$ cat src/sv/ppt_pkg.sv
// Shared types, constants and the peak-join function of the parabolic peak tracker.
// Used by ppt_ctrl, ppt_dpath and parabolic_peak_tracker; depends on nothing.
package ppt_pkg;

    localparam int SAMPLE_W  = 24;   // Q1.23 sample
    localparam int PEAK_W    = 24;   // unsigned Q1.23 peak
    localparam int FIT_W     = 26;   // curvature and interpolated value
    localparam int NDIFF_W   = 25;   // y0 - y2
    localparam int SQ_W      = 49;   // n * n
    localparam int DEN_W     = 29;   // 8 * |d|
    localparam int QUO_W     = 24;   // quotient bits produced by the divider
    localparam int DIV_STEPS = 24;
    localparam int CNT_W     = 5;
    localparam int OP_W      = 2;

    localparam logic [PEAK_W-1:0] PEAK_MAX = {PEAK_W{1'b1}};

    localparam logic [OP_W-1:0] OP_SAMPLE     = 2'd0;
    localparam logic [OP_W-1:0] OP_CLEAR_PEAK = 2'd1;
    localparam logic [OP_W-1:0] OP_CLEAR_ALL  = 2'd2;

    typedef struct packed {
        logic accept;     // take the input beat
        logic mul;        // square n, resolve flat parabola
        logic div_init;   // load divider
        logic div_step;   // one quotient bit
        logic join_fit;   // join the interpolated extremum
    } ppt_cmd_t;

    typedef struct packed {
        logic d_zero;
        logic in_span;
    } ppt_status_t;

    // Saturated magnitude of value joined into the running peak.
    function automatic logic [PEAK_W-1:0] join_peak(input logic [PEAK_W-1:0] peak,
                                                    input logic signed [FIT_W-1:0] value);
        logic [FIT_W-1:0]  mag;
        logic [PEAK_W-1:0] sat;
        mag = value[FIT_W-1] ? FIT_W'(-value) : FIT_W'(value);
        sat = (mag > FIT_W'(PEAK_MAX)) ? PEAK_MAX : mag[PEAK_W-1:0];
        return (sat > peak) ? sat : peak;
    endfunction

endpackage

$ cat src/sv/parabolic_peak_tracker.sv
// Top level of the parabolic peak tracker: controller, datapath and output register.
// Depends on ppt_pkg, ppt_ctrl and ppt_dpath.
//
// Usage. Input beats arrive on the s_ group. s_tuser carries the operation: new sample,
// clear the peak only, or clear peak, window and group phase (the unused code changes
// nothing). s_tdata carries the signed Q1.23 sample, which is read only for a new sample.
// Every input beat produces exactly one output beat on the m_ group, whose m_tdata is
// the running peak magnitude in unsigned Q1.23 after that operation, saturating at
// full scale.
//
// Timing. The block works on one beat at a time. A clear or the unused code has its
// result waiting in the cycle after acceptance. A new sample passes the squaring state
// and then waits with its result when the parabola is flat or its extremum falls
// outside the half-sample span; else it goes on through the divider load, the 24-step
// restoring divider forming the correction term n*n/(8|d|), and the join. The next beat
// is accepted in the cycle after the result has been written into the output register.
//
// Reset clears the window, group phase, peak and output valid flag, not m_tdata. If the
// receiver stalls, the result holds in the output register; the block still accepts
// and works on one more beat, and then waits with that result until the register frees.
module parabolic_peak_tracker #(
    parameter int GROUP_LEN = 4
) (
    input  logic                              clk,
    input  logic                              rst_n,
    input  logic                              s_tvalid,
    output logic                              s_tready,
    input  logic [ppt_pkg::SAMPLE_W-1:0]      s_tdata,   // [23:0] sample
    input  logic [ppt_pkg::OP_W-1:0]          s_tuser,   // [1:0] op
    output logic                              m_tvalid,
    input  logic                              m_tready,
    output logic [ppt_pkg::PEAK_W-1:0]        m_tdata    // [23:0] peak_level
);
    import ppt_pkg::*;

    ppt_cmd_t          cmd;
    ppt_status_t       status;
    logic              emit;
    logic              out_free;
    logic [PEAK_W-1:0] peak;

    logic              m_tvalid_reg, m_tvalid_next;
    logic [PEAK_W-1:0] m_tdata_reg;

    // The output register may take a new result when empty or being drained this cycle.
    assign out_free = !m_tvalid_reg || m_tready;

    ppt_ctrl u_ctrl (
        .clk      (clk),
        .rst_n    (rst_n),
        .s_tvalid (s_tvalid),
        .op       (s_tuser),
        .status   (status),
        .out_free (out_free),
        .s_tready (s_tready),
        .cmd      (cmd),
        .emit     (emit)
    );

    ppt_dpath #(
        .GROUP_LEN (GROUP_LEN)
    ) u_dpath (
        .clk    (clk),
        .rst_n  (rst_n),
        .cmd    (cmd),
        .op     (s_tuser),
        .sample (s_tdata),
        .status (status),
        .peak   (peak)
    );

    always_comb
    begin
        m_tvalid_next = m_tvalid_reg;
        if (emit)
        begin
            m_tvalid_next = 1'b1;
        end
        else if (m_tready)
        begin
            m_tvalid_next = 1'b0;
        end
    end

    always_ff @(posedge clk or negedge rst_n)
    begin
        if (!rst_n)
        begin
            m_tvalid_reg <= 1'b0;
        end
        else
        begin
            m_tvalid_reg <= m_tvalid_next;
        end
    end

    // The peak register is final by the time the controller issues emit.
    always_ff @(posedge clk)
    begin
        if (emit)
        begin
            m_tdata_reg <= peak;
        end
    end

    assign m_tvalid = m_tvalid_reg;
    assign m_tdata  = m_tdata_reg;

    a_emit_slot: assert property (@(posedge clk) disable iff (!rst_n)
        emit |-> (!m_tvalid_reg || m_tready))
        else $error("Result written over an undelivered beat.");

endmodule

$ cat src/sv/ppt_ctrl.sv
// Controller state machine of the parabolic peak tracker: sequences accept,
// squaring, the bit-serial division and result delivery. Depends on ppt_pkg.
module ppt_ctrl (
    input  logic                   clk,
    input  logic                   rst_n,
    input  logic                   s_tvalid,
    input  logic [ppt_pkg::OP_W-1:0] op,
    input  ppt_pkg::ppt_status_t   status,
    input  logic                   out_free,
    output logic                   s_tready,
    output ppt_pkg::ppt_cmd_t      cmd,
    output logic                   emit
);
    import ppt_pkg::*;

    localparam logic [2:0] ST_IDLE = 3'd0;
    localparam logic [2:0] ST_MUL  = 3'd1;
    localparam logic [2:0] ST_DIVI = 3'd2;
    localparam logic [2:0] ST_DIV  = 3'd3;
    localparam logic [2:0] ST_JOIN = 3'd4;
    localparam logic [2:0] ST_DONE = 3'd5;

    logic [2:0]       state_reg, state_next;
    logic [CNT_W-1:0] cnt_reg, cnt_next;

    always_comb
    begin
        state_next = state_reg;
        cnt_next   = cnt_reg;
        cmd        = '0;
        emit       = 1'b0;
        s_tready   = 1'b0;
        case (state_reg)
            ST_IDLE:
            begin
                s_tready = 1'b1;
                if (s_tvalid)
                begin
                    cmd.accept = 1'b1;
                    state_next = (op == OP_SAMPLE) ? ST_MUL : ST_DONE;
                end
            end
            ST_MUL:
            begin
                cmd.mul    = 1'b1;
                state_next = (status.d_zero || !status.in_span) ? ST_DONE : ST_DIVI;
            end
            ST_DIVI:
            begin
                cmd.div_init = 1'b1;
                cnt_next     = '0;
                state_next   = ST_DIV;
            end
            ST_DIV:
            begin
                cmd.div_step = 1'b1;
                cnt_next     = cnt_reg + 1'b1;
                if (cnt_reg == CNT_W'(DIV_STEPS - 1))
                begin
                    state_next = ST_JOIN;
                end
            end
            ST_JOIN:
            begin
                cmd.join_fit = 1'b1;
                state_next   = ST_DONE;
            end
            ST_DONE:
            begin
                if (out_free)
                begin
                    emit       = 1'b1;
                    state_next = ST_IDLE;
                end
            end
            default:
            begin
                state_next = ST_IDLE;
            end
        endcase
    end

    always_ff @(posedge clk or negedge rst_n)
    begin
        if (!rst_n)
        begin
            state_reg <= ST_IDLE;
            cnt_reg   <= '0;
        end
        else
        begin
            state_reg <= state_next;
            cnt_reg   <= cnt_next;
        end
    end

    a_cmd_onehot: assert property (@(posedge clk) disable iff (!rst_n)
        $onehot0({cmd.accept, cmd.mul, cmd.div_init, cmd.div_step, cmd.join_fit}))
        else $error("More than one datapath command in a cycle.");

    a_accept_busy: assert property (@(posedge clk) disable iff (!rst_n)
        cmd.accept |=> !s_tready)
        else $error("Block still ready after accepting a beat.");

    a_cnt_range: assert property (@(posedge clk) disable iff (!rst_n)
        state_reg == ST_DIV |-> cnt_reg < CNT_W'(DIV_STEPS))
        else $error("Division step counter out of range.");

endmodule

$ cat src/sv/ppt_dpath.sv
// Datapath of the parabolic peak tracker: window, group phase, peak register,
// squarer and bit-serial restoring divider. Depends on ppt_pkg.
module ppt_dpath #(
    parameter int GROUP_LEN = 4
) (
    input  logic                            clk,
    input  logic                            rst_n,
    input  ppt_pkg::ppt_cmd_t               cmd,
    input  logic [ppt_pkg::OP_W-1:0]        op,
    input  logic signed [ppt_pkg::SAMPLE_W-1:0] sample,
    output ppt_pkg::ppt_status_t            status,
    output logic [ppt_pkg::PEAK_W-1:0]      peak
);
    import ppt_pkg::*;

    localparam int PHASE_W = $clog2(GROUP_LEN);

    logic signed [SAMPLE_W-1:0] win0_reg, win1_reg, y1_reg;
    logic [PHASE_W-1:0]         phase_reg;
    logic [PEAK_W-1:0]          peak_reg;
    logic signed [FIT_W-1:0]    d_reg;
    logic signed [NDIFF_W-1:0]  n_reg;
    logic [SQ_W-1:0]            nsq_reg;
    logic [DEN_W-1:0]           rem_reg, den_reg;
    logic [QUO_W-1:0]           dvd_reg, quo_reg;

    logic signed [FIT_W-1:0]    d_new;
    logic signed [NDIFF_W-1:0]  n_new;
    logic signed [FIT_W:0]      d_ext, n_ext, ad_ext;
    logic [FIT_W-1:0]           ad;
    logic signed [2*NDIFF_W-1:0] prod;
    logic [SQ_W:0]              dividend;
    logic [DEN_W:0]             trial;
    logic                       take;
    logic signed [FIT_W-1:0]    fit_value;

    always_comb
    begin
        d_new = {{2{win0_reg[SAMPLE_W-1]}}, win0_reg}
              - {win1_reg[SAMPLE_W-1], win1_reg, 1'b0}
              + {{2{sample[SAMPLE_W-1]}}, sample};
        n_new = {win0_reg[SAMPLE_W-1], win0_reg} - {sample[SAMPLE_W-1], sample};

        d_ext  = {d_reg[FIT_W-1], d_reg};
        n_ext  = {{2{n_reg[NDIFF_W-1]}}, n_reg};
        ad_ext = d_reg[FIT_W-1] ? -d_ext : d_ext;
        ad     = ad_ext[FIT_W-1:0];

        status.d_zero = (d_reg == '0);
        if (!d_reg[FIT_W-1])
        begin
            status.in_span = (n_ext >= -ad_ext) && (n_ext < ad_ext);
        end
        else
        begin
            status.in_span = (n_ext > -ad_ext) && (n_ext <= ad_ext);
        end

        prod     = n_reg * n_reg;
        dividend = {1'b0, nsq_reg} + (SQ_W + 1)'({ad, 2'b00});

        trial = {rem_reg, dvd_reg[QUO_W-1]};
        take  = (trial >= {1'b0, den_reg});

        fit_value = d_reg[FIT_W-1]
                  ? ({{2{y1_reg[SAMPLE_W-1]}}, y1_reg} + {2'b00, quo_reg})
                  : ({{2{y1_reg[SAMPLE_W-1]}}, y1_reg} - {2'b00, quo_reg});
    end

    // Control state: window, group phase and peak.
    always_ff @(posedge clk or negedge rst_n)
    begin
        if (!rst_n)
        begin
            win0_reg  <= '0;
            win1_reg  <= '0;
            phase_reg <= '0;
            peak_reg  <= '0;
        end
        else if (cmd.accept)
        begin
            case (op)
                OP_SAMPLE:
                begin
                    if (phase_reg == '0)
                    begin
                        peak_reg <= join_peak(peak_reg,
                                              {{2{win0_reg[SAMPLE_W-1]}}, win0_reg});
                    end
                    win0_reg <= win1_reg;
                    win1_reg <= sample;
                    if (phase_reg >= PHASE_W'(GROUP_LEN - 1))
                    begin
                        phase_reg <= '0;
                    end
                    else
                    begin
                        phase_reg <= phase_reg + 1'b1;
                    end
                end
                OP_CLEAR_PEAK:
                begin
                    peak_reg <= '0;
                end
                OP_CLEAR_ALL:
                begin
                    peak_reg  <= '0;
                    win0_reg  <= '0;
                    win1_reg  <= '0;
                    phase_reg <= '0;
                end
                default:
                begin
                end
            endcase
        end
        else if (cmd.mul && status.d_zero)
        begin
            peak_reg <= join_peak(peak_reg, {{2{y1_reg[SAMPLE_W-1]}}, y1_reg});
        end
        else if (cmd.join_fit)
        begin
            peak_reg <= join_peak(peak_reg, fit_value);
        end
    end

    // Arithmetic payload registers.
    always_ff @(posedge clk)
    begin
        if (cmd.accept)
        begin
            y1_reg <= win1_reg;
            d_reg  <= d_new;
            n_reg  <= n_new;
        end
        if (cmd.mul)
        begin
            nsq_reg <= prod[SQ_W-1:0];
        end
        if (cmd.div_init)
        begin
            rem_reg <= DEN_W'(dividend[SQ_W:QUO_W]);
            dvd_reg <= dividend[QUO_W-1:0];
            den_reg <= {ad[DEN_W-4:0], 3'b000};
            quo_reg <= '0;
        end
        if (cmd.div_step)
        begin
            rem_reg <= take ? DEN_W'(trial - {1'b0, den_reg}) : trial[DEN_W-1:0];
            dvd_reg <= {dvd_reg[QUO_W-2:0], 1'b0};
            quo_reg <= {quo_reg[QUO_W-2:0], take};
        end
    end

    assign peak = peak_reg;

    a_rem_bound: assert property (@(posedge clk) disable iff (!rst_n)
        cmd.div_step |-> rem_reg < den_reg)
        else $error("Divider partial remainder not below the divisor.");

endmodule
$ cat config.mk
export PLATFORM = sky130hd
export DESIGN_NAME = parabolic_peak_tracker
export DESIGN_NICKNAME = d
export VERILOG_FILES = /design/src/sv/ppt_pkg.sv /design/src/sv/parabolic_peak_tracker.sv /design/src/sv/ppt_ctrl.sv /design/src/sv/ppt_dpath.sv
export SDC_FILE = /design/constraint.sdc
export NUM_CORES = 2
export LEC_CHECK = 0
export ABC_CLOCK_PERIOD_IN_PS = 9500
export BUFFER_PORTS_ARGS = -buffer_cell sky130_fd_sc_hd__buf_2
export CAP_MARGIN = 20
export CORE_MARGIN = 2
export CORE_UTILIZATION = 42
export DETAILED_ROUTE_END_ITERATION = 7
export HOLD_SLACK_MARGIN = 0.08
export SETUP_SLACK_MARGIN = 0.1
export SLEW_MARGIN = 20
export SYNTH_ARGS = -nofsm -noshare
export SYNTH_HDL_FRONTEND = slang
export SYNTH_SLANG_ARGS = --single-unit
$ cat constraint.sdc
create_clock -name clk -period 9.5 [get_ports clk]
set_input_delay 0.475 -clock clk [delete_from_list [all_inputs] [get_ports clk]]
set_output_delay 0.475 -clock clk [all_outputs]
set_load 0.02 [all_outputs]
==> results.json <==
{
  "outcome": "finished clean",
  "r2r-end": "u_dpath.nsq_reg[45]$_DFFE_PN_",
  "placementRows": 120,
  "rrSetupSlack_ns": 0.74,
  "clock-sinks": 332,
  "cts_max_path_buffers": 3,
  "viasPerCell": 5.36,
  "fin_tns_setup_ns": 0,
  "required_ns": 9.90,
  "multiInputGateArea_sq_um": 32200,
  "fin_crit_sh_pct": 92.2,
  "whs_ns": 0.226,
  "routed_wl_um": 122000,
  "period_minus_slack_ns": 8.76,
  "setup.worst_path.start_class": "flip-flop",
  "drt_first_pass_iters": 7,
  "hold_start": "s_tdata[0]",
  "fp.dieW_um": 333,
  "hpwl_um": 99800,
  "synth_area_sq_um": 45600,
  "cts-root-buf": "clkbuf_16",
  "die-height_um": 333,
  "setup_viol": 0,
  "htree_levels": 2,
  "ys_types": 84,
  "core_sq_um": 107000,
  "async_flop_share_pct": 25.0,
  "rsz0062_at_grt": "no",
  "fillers": 10300,
  "crit_top_cell": "fa_1",
  "synth_warnings": 0,
  "max_slew_margin_pct": 28.3,
  "antenna_found_initial": 0,
  "drive_gt1_share_pct": 5.37,
  "drv_slew": 0,
  "cp_max_fo": 16,
  "synth_seq_cells": 332,
  "cts_tree": "built",
  "initial_core_util_pct": 42.4,
  "cts_buffers": 40,
  "first_global_vias": 34000,
  "synth_top_cell_by_area": "fa_1",
  "ant_nets": 0,
  "arrival_ns": 9.16,
  "largest_reg_flops": 48,
  "worstSetupPathType": "flip-flop to flip-flop",
  "synthTopCellsByArea": "fa_1, edfxtp_1, ha_1",
  "crit_path_top_delay_cell": "edfxtp_1",
  "clock_latency_ns": 0.60,
  "synth-edff-count": 248,
  "ios": 56,
  "hold_path_class": "input port to flip-flop",
  "place_congestion": 0.935,
  "path_clk_slew_ns": 0.06,
  "synthesis.nets": 5847,
  "synth_area_per_cell_sq_um": 9.52,
  "vias": 33500,
  "tightestPinTransition_ns": 1.08,
  "cp-end-kind": "flip-flop",
  "syn_to_final_growth_pct": 7.45,
  "grtUsageTotal_pct": 22.5,
  "overflow": 0,
  "synthFlopType": "edfxtp_1",
  "fmax_mhz": 114,
  "synth-seq-area-share_pct": 20.9,
  "grt_max_degree": 101,
  "hold_violations": 0,
  "drt_iter0_markers": 2383,
  "maxCapViolCount": 0,
  "place.port_buffers": 55,
  "antennaDiodeCount": 0,
  "r2r-start": "u_dpath.n_reg[5]$_DFFE_PP_",
  "hold_depth": 3,
  "synth_top_area_share_pct": 27.6,
  "regArea_sq_um": 9550,
  "grt_pass1_wl_um": 195000,
  "drcViolationCount": 0,
  "cp_top_family": "adder cells",
  "die_area_sq_um": 111000,
  "synthCells": 4785,
  "final_nets": 5874,
  "detail_route.wl_per_cell_um": 19.5,
  "skew_ns": 0.0337,
  "cp_slowest_stage_delay_ns": 0.92,
  "holdPathEnd": "u_dpath.win1_reg[0]$_DFFE_PN0P_",
  "synth_common_cells": "inv_1, fa_1, ha_1",
  "worst-r2r-cell-count": 27,
  "cts_resized": 0,
  "synth_most_common_cell": "inv_1",
  "critPathBufInv": 6
}
==> cell families after synthesis <==
family / after synthesis / share of synthesized area (%)
buf+inv: 1011 / 8.43
fa+ha+maj: 1032 / 38.7
flops: 332 / 20.9
compound gates: 795 / 11.6
other cells: 1 / 0.00823
xor+xnor: 314 / 6.03
simple gates: 1276 / 13.8
mux: 24 / 0.552
==> final cells by class <==
| class | count | area share [%] |
|---|---|---|
| clock inverter | 16 | 0.358 |
| sequential | 332 | 19.5 |
| timing repair buffer | 127 | 1.70 |
| clock buffer | 56 | 2.34 |
| tap | 1403 | 3.59 |
| multi-input combinational | 3442 | 65.9 |
| inverter | 869 | 6.67 |
==> stage by stage <==
step / cells / utilization [%] / cell area (sq um) / setup WS, ns
2_1_floorplan: 4785 / - / 45600 / 1.91
5_1_grt: 6245 / 45.6 / 49000 / 0.226
3_5_place_dp: 6172 / 44.4 / 47600 / 0.879
3_3_place_gp: 6172 / 44.4 / 47600 / 1.03
6_report: 6245 / 45.6 / 49000 / 0.744
4_1_cts: 6245 / 45.6 / 49000 / 0.836
==> cells in the final DEF (no fill, tap or decap), types with 88 or more instances in the layout <==
master,n
xor2_1,101
o21ai_0,171
fa_1,628
a21o_1,88
nor2_1,287
a21oi_1,209
ha_1,403
nand2b_1,106
inv_1,865
nand2_1,372
xnor2_1,213
and2_1,158
edfxtp_1,248
==> worst min-delay path, delay by kind of cell <==
family | cells | cell delay, ns
AOI/OAI and AO/OA | 1 | 0.06
buffers and inverters | 1 | 0.14
and+or+nand+nor | 1 | 0.07
==> what timing repair did <==
item                                   in CTS  in global routing
buffers inserted                            0                  0
hold buffers                                1                  0
endpoints found under the hold margin      25                  0
==> worst max path at each step <==
stage	to	slack, ns	cells past startpoint	start
3_3_place_gp	u_dpath.nsq_reg[45]$_DFFE_PN_	1.03	25	u_dpath.n_reg[11]$_DFFE_PP_
3_5_place_dp	u_dpath.nsq_reg[45]$_DFFE_PN_	0.88	25	u_dpath.n_reg[11]$_DFFE_PP_
6_report	u_dpath.nsq_reg[45]$_DFFE_PN_	0.74	27	u_dpath.n_reg[5]$_DFFE_PP_
5_1_grt	u_dpath.nsq_reg[45]$_DFFE_PN_	0.23	27	u_dpath.n_reg[5]$_DFFE_PP_
2_1_floorplan	u_dpath.nsq_reg[46]$_DFFE_PN_	1.91	26	u_dpath.n_reg[5]$_DFFE_PP_
4_1_cts	u_dpath.nsq_reg[45]$_DFFE_PN_	0.84	27	u_dpath.n_reg[5]$_DFFE_PP_
==> layer usage <==
layer / vias to the layer above / wire length (um) / share of wire, % / track usage [%]
met5: - / 0 / 0 / 0
met4: 0 / 3180 / 2.6 / 5.79
met3: 142 / 6270 / 5.1 / 2.80
met2: 769 / 56500 / 46 / 36.3
met1: 16800 / 56000 / 46 / 32.0
li1: 15700 / - / - / -
Power is left out: the tool's default activity adds up to more than one toggle a clock period on the data nets, which glitch-free logic cannot reach.
